===== config.mk =====
export PLATFORM = sky130hd
export DESIGN_NAME = fpa_ctrl
export DESIGN_NICKNAME = d
export VERILOG_FILES = /design/src/hdl/fit_partition_allocator_macros.svh /design/src/hdl/fpa_pkg.sv /design/src/hdl/fpa_ctrl.sv
export SDC_FILE = /design/constraint.sdc
export NUM_CORES = 1
export LEC_CHECK = 0
export ABC_AREA = 1
export BUFFER_PORTS_ARGS = -buffer_cell sky130_fd_sc_hd__buf_2
export CAP_MARGIN = 30
export CORE_AREA = 2 2 43 45
export DETAILED_ROUTE_END_ITERATION = 6
export DIE_AREA = 0 0 45 47
export GPL_TIMING_DRIVEN = 0
export PLACE_DENSITY = 0.67
export SLEW_MARGIN = 20
export SYNTH_ARGS = -nofsm -noshare
export SYNTH_HDL_FRONTEND = slang
export SYNTH_SLANG_ARGS = --single-unit

===== constraint.sdc =====
create_clock -name clock -period 1.5 [get_ports clock]
set_input_delay 0.15 -clock clock [delete_from_list [all_inputs] [get_ports clock]]
set_output_delay 0.15 -clock clock [all_outputs]
set_load 0.01 [all_outputs]

===== src/hdl/fit_partition_allocator_macros.svh =====
// Assertion macros for the fit partition allocator.
// Included by the top level; relies on nothing else.
`ifndef FIT_PARTITION_ALLOCATOR_MACROS_SVH
`define FIT_PARTITION_ALLOCATOR_MACROS_SVH

// Same-cycle implication, reset masked
`define FPA_ASSERT_NOW(label, clk, rst, ante, cons, msg) \
   label: assert property (@(posedge clk) disable iff (rst) (ante) |-> (cons)) \
      else $error(msg);

// Next-cycle implication, reset masked
`define FPA_ASSERT_NEXT(label, clk, rst, ante, cons, msg) \
   label: assert property (@(posedge clk) disable iff (rst) (ante) |=> (cons)) \
      else $error(msg);

`endif


===== src/hdl/fpa_pkg.sv =====
// Shared types and constants of the fit partition allocator.
// No dependencies; imported by the controller, datapath and top level.
package fpa_pkg;

   localparam int DEF_MAX_SEGMENTS = 32;
   localparam int DEF_WAIT_DEPTH   = 16;

   localparam logic [11:0] RESET_TOTAL = 12'd2000;
   localparam logic [11:0] RESET_MIN   = 12'd100;
   localparam logic [11:0] RESET_MAX   = 12'd2000;

   // register indexes
   localparam logic [1:0] CSR_TOTAL = 2'd0;
   localparam logic [1:0] CSR_MODE  = 2'd1;
   localparam logic [1:0] CSR_MIN   = 2'd2;
   localparam logic [1:0] CSR_MAX   = 2'd3;

   // status codes
   localparam logic [1:0] ST_PLACED  = 2'd0;
   localparam logic [1:0] ST_QUEUED  = 2'd1;
   localparam logic [1:0] ST_IGNORED = 2'd2;
   localparam logic [1:0] ST_DROPPED = 2'd3;

   localparam logic KIND_STATUS = 1'b0;
   localparam logic KIND_MAP    = 1'b1;
   localparam logic REQ_ARRIVAL = 1'b0;
   localparam logic REQ_TICK    = 1'b1;
   localparam logic FIT_BEST    = 1'b0;
   localparam logic FIT_WORST   = 1'b1;

   typedef struct packed {
      logic        req_type;
      logic [7:0]  proc_id;
      logic [11:0] req_size;
      logic [15:0] run_time;
   } req_item_type;

   typedef struct packed {
      logic        result_kind;
      logic [1:0]  status;
      logic [11:0] seg_start;
      logic [11:0] seg_size;
      logic [7:0]  seg_owner;
      logic        seg_free;
      logic        last;
   } rsp_item_type;

   typedef struct packed {
      logic        hole;
      logic [7:0]  owner;
      logic [15:0] left;
      logic [11:0] size;
   } seg_entry_type;

   typedef struct packed {
      logic [7:0]  id;
      logic [11:0] size;
      logic [15:0] time_left;
   } wait_entry_type;

   typedef enum logic [3:0] {
      OP_NONE,
      OP_LOAD,
      OP_SCAN_INIT,
      OP_HEAD_INIT,
      OP_SCAN_STEP,
      OP_PLACE,
      OP_MERGE_INIT,
      OP_MERGE_STEP,
      OP_AGE_STEP,
      OP_EMIT_STEP,
      OP_PUSH,
      OP_POP,
      OP_SET_STATUS
   } dp_op_type;

   typedef struct packed {
      dp_op_type  op;
      logic       first_fit;
      logic       map_sel;
      logic [1:0] status;
   } dp_cmd_type;

   typedef struct packed {
      logic walk_done;
      logic walk_last;
      logic pick_valid;
      logic size_ok;
      logic queue_full;
      logic queue_empty;
      logic head_oversize;
   } dp_stat_type;

endpackage


===== src/hdl/fpa_ctrl.sv =====
// Sequencer of the fit partition allocator: walks arrivals, ticks and queue retries.
// Depends on fpa_pkg; drives the datapath through dp_cmd_type.
module fpa_ctrl import fpa_pkg::*; (
   input  logic        clock,
   input  logic        reset,
   input  logic        req_valid,
   input  logic        req_type,
   output logic        req_stall,
   output logic        rsp_valid,
   input  logic        rsp_stall,
   input  dp_stat_type stat,
   output dp_cmd_type  cmd
);

   typedef enum logic [3:0] {
      S_IDLE, S_CHECK, S_FIND, S_MERGE, S_STATUS, S_EMIT, S_AGE, S_QHEAD, S_QEVAL
   } state_type;

   typedef enum logic [1:0] {
      CTX_ARRIVE, CTX_TICK, CTX_RETRY
   } ctx_type;

   state_type state_ff, state_in;
   ctx_type   ctx_ff, ctx_in;

   // next state and datapath command
   always_comb begin
      state_in      = state_ff;
      ctx_in        = ctx_ff;
      cmd.op        = OP_NONE;
      cmd.first_fit = (ctx_ff == CTX_RETRY);
      cmd.map_sel   = (state_ff == S_EMIT);
      cmd.status    = ST_PLACED;
      req_stall     = (state_ff != S_IDLE);
      rsp_valid     = (state_ff == S_STATUS) || (state_ff == S_EMIT);
      unique case (state_ff)
         S_IDLE: begin
            if (req_valid) begin
               cmd.op = OP_LOAD;
               if (req_type == REQ_TICK) begin
                  state_in = S_EMIT;
                  ctx_in   = CTX_TICK;
               end else begin
                  state_in = S_CHECK;
                  ctx_in   = CTX_ARRIVE;
               end
            end
         end
         S_CHECK: begin
            if (stat.size_ok) begin
               cmd.op   = OP_SCAN_INIT;
               state_in = S_FIND;
            end else begin
               cmd.op     = OP_SET_STATUS;
               cmd.status = ST_IGNORED;
               state_in   = S_STATUS;
            end
         end
         S_FIND: begin
            priority if (!stat.walk_done) begin
               cmd.op = OP_SCAN_STEP;
            end else if (stat.pick_valid) begin
               cmd.op   = OP_PLACE;
               state_in = S_MERGE;
            end else if (ctx_ff == CTX_RETRY) begin
               state_in = S_IDLE;
            end else if (!stat.queue_full) begin
               cmd.op   = OP_PUSH;
               state_in = S_STATUS;
            end else begin
               cmd.op     = OP_SET_STATUS;
               cmd.status = ST_DROPPED;
               state_in   = S_STATUS;
            end
         end
         S_MERGE: begin
            if (!stat.walk_done) begin
               cmd.op = OP_MERGE_STEP;
            end else begin
               unique case (ctx_ff)
                  CTX_ARRIVE: state_in = S_STATUS;
                  CTX_TICK: begin
                     ctx_in   = CTX_RETRY;
                     state_in = S_QHEAD;
                  end
                  default: begin
                     cmd.op   = OP_POP;
                     state_in = S_QHEAD;
                  end
               endcase
            end
         end
         S_STATUS: begin
            if (!rsp_stall) state_in = S_IDLE;
         end
         S_EMIT: begin
            if (!rsp_stall) begin
               if (stat.walk_last) begin
                  cmd.op   = OP_SCAN_INIT;
                  state_in = S_AGE;
               end else begin
                  cmd.op = OP_EMIT_STEP;
               end
            end
         end
         S_AGE: begin
            if (!stat.walk_done) begin
               cmd.op = OP_AGE_STEP;
            end else begin
               cmd.op   = OP_MERGE_INIT;
               state_in = S_MERGE;
            end
         end
         S_QHEAD: begin
            // head entry read lands in the next cycle
            state_in = stat.queue_empty ? S_IDLE : S_QEVAL;
         end
         S_QEVAL: begin
            if (stat.head_oversize) begin
               cmd.op   = OP_POP;
               state_in = S_QHEAD;
            end else begin
               cmd.op   = OP_HEAD_INIT;
               state_in = S_FIND;
            end
         end
         default: state_in = S_IDLE;
      endcase
   end

   // hold state
   always_ff @(posedge clock) begin
      if (reset) begin
         state_ff <= S_IDLE;
         ctx_ff   <= CTX_ARRIVE;
      end else begin
         state_ff <= state_in;
         ctx_ff   <= ctx_in;
      end
   end

endmodule


* After elaboration in Yosys (flattened, before gate mapping)
Index checks and enable logic that the tools add are counted.
** Storage, ports and cells
- Flip-flop bits (word level) :: 6
- Output and inout bits :: 10
- Logic and storage cells :: 67
** Operators by class
- Eq/ne operators :: 18
- Muxes and demuxes :: 39
- Reductions and logical operators :: 8
** Operators by type and width (number)
- 4-bit 2-to-1 mux :: 18
- 4-bit case mux with 9 select lines :: 1
- 4-bit case mux with 7 select lines :: 1
- 2-bit 2-to-1 mux :: 9
- 3-bit 2-to-1 mux :: 6
- 4-bit by 3-bit == test with 1-bit output, second input constant :: 4
- 2-bit != test, second input constant :: 7
- 4-bit by 2-bit == test with 1-bit output, second input constant :: 2
- 2-bit case mux with 2 select lines :: 2
- 7-bit AND reduction :: 1
- 4-bit by 1-bit == test with 1-bit output, second input constant :: 1
- 4-bit == test, second input constant :: 1
- 4-bit logical NOT :: 1
- 4-bit AND reduction :: 1
- 4-bit nonzero test :: 1
- 2-bit by 1-bit == test with 1-bit output, second input constant :: 1
- 2-bit == test, second input constant :: 1
- 2-bit logical NOT :: 1
- 1-bit 2-to-1 mux :: 2
- 2-bit by 1-bit != test with 1-bit output, second input constant :: 1
- 2-bit nonzero test :: 1
- 2-bit OR reduction :: 1
- 1-bit logical OR :: 1

* Depth between registers and ports, before layout
- Depth after elaboration :: 5
- Mapped depth :: 9

* Worst setup path after synthesis
OpenSTA, ideal clock, no wires.
- Kind :: register to output
- From :: register state_ff[1]
- To :: output port cmd[1] (netlist bit)
- Arrival :: 1.148 ns
- Required time :: 1.350 ns
- Setup slack :: 0.202 ns
- Stages on the path, launching flop included :: 7
- Path through :: dfxtp_1 > inv_1 > nor2_1 > nand2_1 > inv_1 > nand2_1 > o21ai_0
** RTL lines
- start: declaration :: RTL line fpa_ctrl.sv:23 : state_type state_ff, state_in;
- start signal: assignment :: RTL line fpa_ctrl.sv:137 : state_ff <= state_in;
- end: declaration :: RTL line fpa_ctrl.sv:12 : output dp_cmd_type cmd

==> impl_table.tex <==
\begin{tabular}{lr}
\hline
Metric & Value \\
\hline
\multicolumn{2}{l}{\textbf{Placement}} \\
HPWL reported at the end of detailed placement & 1314 um \\
Last weighted congestion value of the routability-driven placer & 0.8432 \\
Inst Count DP & 155 \\
Total of buffers placed on input and output ports & 21 \\
Dpl ws & -0.03036 ns \\
\multicolumn{2}{l}{\textbf{Pwr}} \\
Leakage dissipation & 0.5649 nW \\
Power density over cell area & 1623 mW/mm\^{}2 \\
Worst VDD drop & 1.197 mV \\
\multicolumn{2}{l}{\textbf{Critical path}} \\
Largest stage delay on the critical path & 0.41 ns \\
Crit path DAT & 1.40 ns \\
Reg2Reg Launch Point & state\_ff[2]\$\_SDFFE\_PP0P\_ \\
First element of the critical path & state\_ff[1]\$\_SDFFE\_PP0P\_ \\
Nature of the critical path endpoint & primary output \\
Worst path bufs/invs & 1 \\
Worst setup slack for register-to-register paths & 0.10 ns \\
Worst reg2reg path depth & 9 \\
Depth of the critical timing path with buffers and inverters included & 7 \\
Slowest cell on the critical path & sky130\_fd\_sc\_hd\_\_dfxtp\_4 \\
Worst path required time & 1.35 ns \\
Endpoint of the worst-slack reg-to-reg timing path & ctx\_ff[0]\$\_SDFFE\_PP0P\_ \\
Endpoint of the worst setup timing path & cmd[5] \\
Critical path type & register to primary output \\
Startpoint class of the critical path & register \\
Highest net fanout along the worst path & 5 \\
Cell-by-cell trace of the critical path & nand2\_2 > nor2\_4 > o21ai\_1 > nand2\_1 > nor2\_1 > o211ai\_1 > buf\_2 \\
Cell type group with the largest total delay on the critical path & simple AND/OR/NAND/NOR gates \\
\multicolumn{2}{l}{\textbf{Synthesis}} \\
Share of synthesized area occupied by flip-flops and latches & 19.05\% \\
Count of synthesis-stage warnings from yosys & 0 \\
Post-synthesis instance area & 630.6 sq um \\
Top cells by area in the synthesized netlist & sky130\_fd\_sc\_hd\_\_dfxtp\_1 (19\%), sky130\_fd\_sc\_hd\_\_nand2\_1 (17\%), sky130\_fd\_sc\_hd\_\_inv\_1 (14\%), sky130\_fd\_sc\_hd\_\_nand3\_1 (10\%), sky130\_fd\_sc\_hd\_\_nor2\_1 (9.5\%) \\
Mapped Cells & 117 \\
Mean instance size in the synthesized netlist & 5.390 sq um \\
Top-area cell type share of the netlist area & 19.05\% \\
EDFF count, synth & 0 \\
Share of flip-flops with an asynchronous set or reset after synthesis & 0\% \\
Largest area contributor in the synthesized netlist & sky130\_fd\_sc\_hd\_\_dfxtp\_1 \\
Number of register bits inferred by synthesis & 6 \\
Top\_reg\_cell synth & sky130\_fd\_sc\_hd\_\_dfxtp\_1 \\
Most used standard cells in the synthesized netlist & sky130\_fd\_sc\_hd\_\_nand2\_1 (28), sky130\_fd\_sc\_hd\_\_inv\_1 (23), sky130\_fd\_sc\_hd\_\_nor2\_1 (16), sky130\_fd\_sc\_hd\_\_nand3\_1 (13), sky130\_fd\_sc\_hd\_\_o21ai\_0 (7) \\
Number of distinct standard cells referenced by the synthesized netlist & 21 \\
Most repeated cell in the gate-level netlist after synthesis & sky130\_fd\_sc\_hd\_\_nand2\_1 \\
Net count of the mapped netlist & 129 \\
\multicolumn{2}{l}{\textbf{Timing}} \\
Count of final setup violators & 3 \\
Final period utilization & 103.3\% \\
Tightest slew margin relative to the limit & 85.01\% \\
Final-report max-slew violation count & 0 \\
Timing-limited maximum frequency & 645.2 MHz \\
Largest clock skew in the final design & 0.004652 ns \\
Post-layout worst setup margin & -0.04996 ns \\
Fin. Hold Viols & 0 \\
RSZ-0062 raised after global routing & yes \\
Transition time of the tightest slew-check pin & 0.2243 ns \\
Final critical delay including setup and external delays & 1.550 ns \\
\multicolumn{2}{l}{\textbf{Die}} \\
Placement row count & 15 \\
Number of ports placed on the die boundary & 22 \\
Starting density of the core & 38.18\% \\
Core region area & 0.001652 sq mm \\
Die footprint & 0.002115 sq mm \\
DIE WIDTH & 45 um \\
Y dimension of the die & 47 um \\
\multicolumn{2}{l}{\textbf{Layout}} \\
Final core area utilization & 59.32\% \\
Signed area change from the synthesized netlist to the final layout & 55.36\% \\
Diodes inserted & 0 \\
Layout cell share with drive strength beyond 1 & 49.01\% \\
Post-layout net count & 165 \\
Layout Cells excl Fill & 168 \\
\multicolumn{2}{l}{\textbf{Status}} \\
Violated checks & negative setup slack \\
Outcome & finished, violations left \\
\multicolumn{2}{l}{\textbf{Job}} \\
Number of max-cap violations & 0 \\
\multicolumn{2}{l}{\textbf{Routing}} \\
Detailed-route wire length & 1985 um \\
Residual antenna-violating net count after detailed routing & 0 \\
First-pass detailed-route iteration total & 4 \\
Post-detailed-route via-to-cell ratio & 5.149 \\
DRC violations left & 0 \\
Violation count after the first detailed-route iteration & 18 \\
Post-DR wirelength/cell & 11.82 um \\
DR vias & 865 \\
\multicolumn{2}{l}{\textbf{Global routing}} \\
Pin count of the biggest net entering global routing & 8 \\
GRT overflow & 0 \\
Initial antenna violation count & 0 \\
Tot GR Track Use & 19.23\% \\
Wire length of the first global-routing pass & 3001 um \\
Number of global-route vias before repair & 740 \\
\multicolumn{2}{l}{\textbf{Clock network}} \\
Total clock sinks & 6 \\
Insertion delay of the later-clocked pin in the worst-skew pair & 0.24 ns \\
CTS clk-pin slew, worst paths & 0.05 ns \\
Number of buffers on the longest clock path & 2 \\
H-tree level count & 1 \\
Clock tree root driver cell & sky130\_fd\_sc\_hd\_\_clkbuf\_4 \\
Number of CTS-inserted buffers & 3 \\
Clock tree from TritonCTS & built \\
\multicolumn{2}{l}{\textbf{Hold path}} \\
Type of the worst min-delay path & primary input to register \\
\hline
\end{tabular}
[metal layers]
layer	part of all wire [%]	wire (um)	track usage, %	vias to the layer above
li1	-	-	-	441
met1	42	838	25.17	388
met2	51	1003	32.00	34
met3	6.6	131	1.538	2
met4	0.60	12	9.412	0
met5	0	0	0	-
[metrics by stage]
step	hold slack (ns)	setup TNS (ns)	cell area [sq um]	power, mW
floorplan	0.2124	0	630.6	0.8360
global placement	0.3139	0	757.0	1.049
detailed placement	0.3186	-0.03036	757.0	1.057
CTS	0.05776	-0.06046	903.4	1.434
global route	0.06695	-0.4091	979.7	1.732
finish	0.06153	-0.07300	979.7	1.590
[repair_timing]
item / CTS / global route
hold buffers: 0 / 0
endpoints found under the setup margin: 6 / 9
setup buffers: 8 / 2
pin swaps: 4 / 11
resized for setup: 29 / 21
gates cloned: 0 / 0
[placed cells by master (no fill, tap or decap), drive strengths merged]
master  count
nand2      31
nor4        1
dfxtp       6
o21ai       7
clkbuf      3
nand3b      1
nand3      14
inv        24
o21bai      2
nor2       20
a21oi       5
buf        31
nand4       2
a31oi       1
o211ai      1
or2         2
[sequential cells by signal, summed over array words and instances (netlist names)]
register and flops:
ctx_ff 2, state_ff 4
[cell families (layout without fill, tap and decap cells)]
logic type	after synthesis	count (layout)	synth area share, %
and+or+nand+nor	71	71	51.99
AOI/OAI and AO/OA	16	16	14.68
DFF	6	6	19.05
buffers and inverters	24	58	14.28
[layout make-up]
class / instances / area (sq um)
clock buffers: 3 / 22.52
fillers: 172 / 671.9
inverters: 24 / 95.09
multi-input cells: 87 / 515.5
flip-flops and latches: 6 / 137.6
well taps: 17 / 21.27
repair buffers: 31 / 187.7
[where the power goes]
group	internal [mW]	switching (mW)
Combinational	0.483	0.634
Clock	0.0908	0.0623
Sequential	0.232	0.0887
Total	0.805	0.785
[worst reg2reg max path, stage by stage, from the launching register on]
cell	delay, ns
sky130_fd_sc_hd__dfxtp_4	0.36
sky130_fd_sc_hd__nor2_4	0.22
sky130_fd_sc_hd__buf_4	0.16
sky130_fd_sc_hd__buf_4	0.09
sky130_fd_sc_hd__nand3_1	0.08
sky130_fd_sc_hd__nand2_2	0.13
sky130_fd_sc_hd__inv_1	0.05
sky130_fd_sc_hd__nand2_1	0.07
sky130_fd_sc_hd__nand2_1	0.07
sky130_fd_sc_hd__a21oi_2	0.10
[worst min-delay path by stage]
stage	startpoint	end	slack, ns	cells after the start
finish	stat[1]	state_ff[3]$_SDFFE_PP0P_	0.06	2
global route	stat[1]	state_ff[3]$_SDFFE_PP0P_	0.07	2
CTS	stat[1]	state_ff[3]$_SDFFE_PP0P_	0.06	2
detailed placement	stat[1]	state_ff[3]$_SDFFE_PP0P_	0.32	2
global placement	stat[1]	state_ff[3]$_SDFFE_PP0P_	0.31	2
floorplan	reset	ctx_ff[0]$_SDFFE_PP0P_	0.21	1
Power figures use the tool's default switching activity.
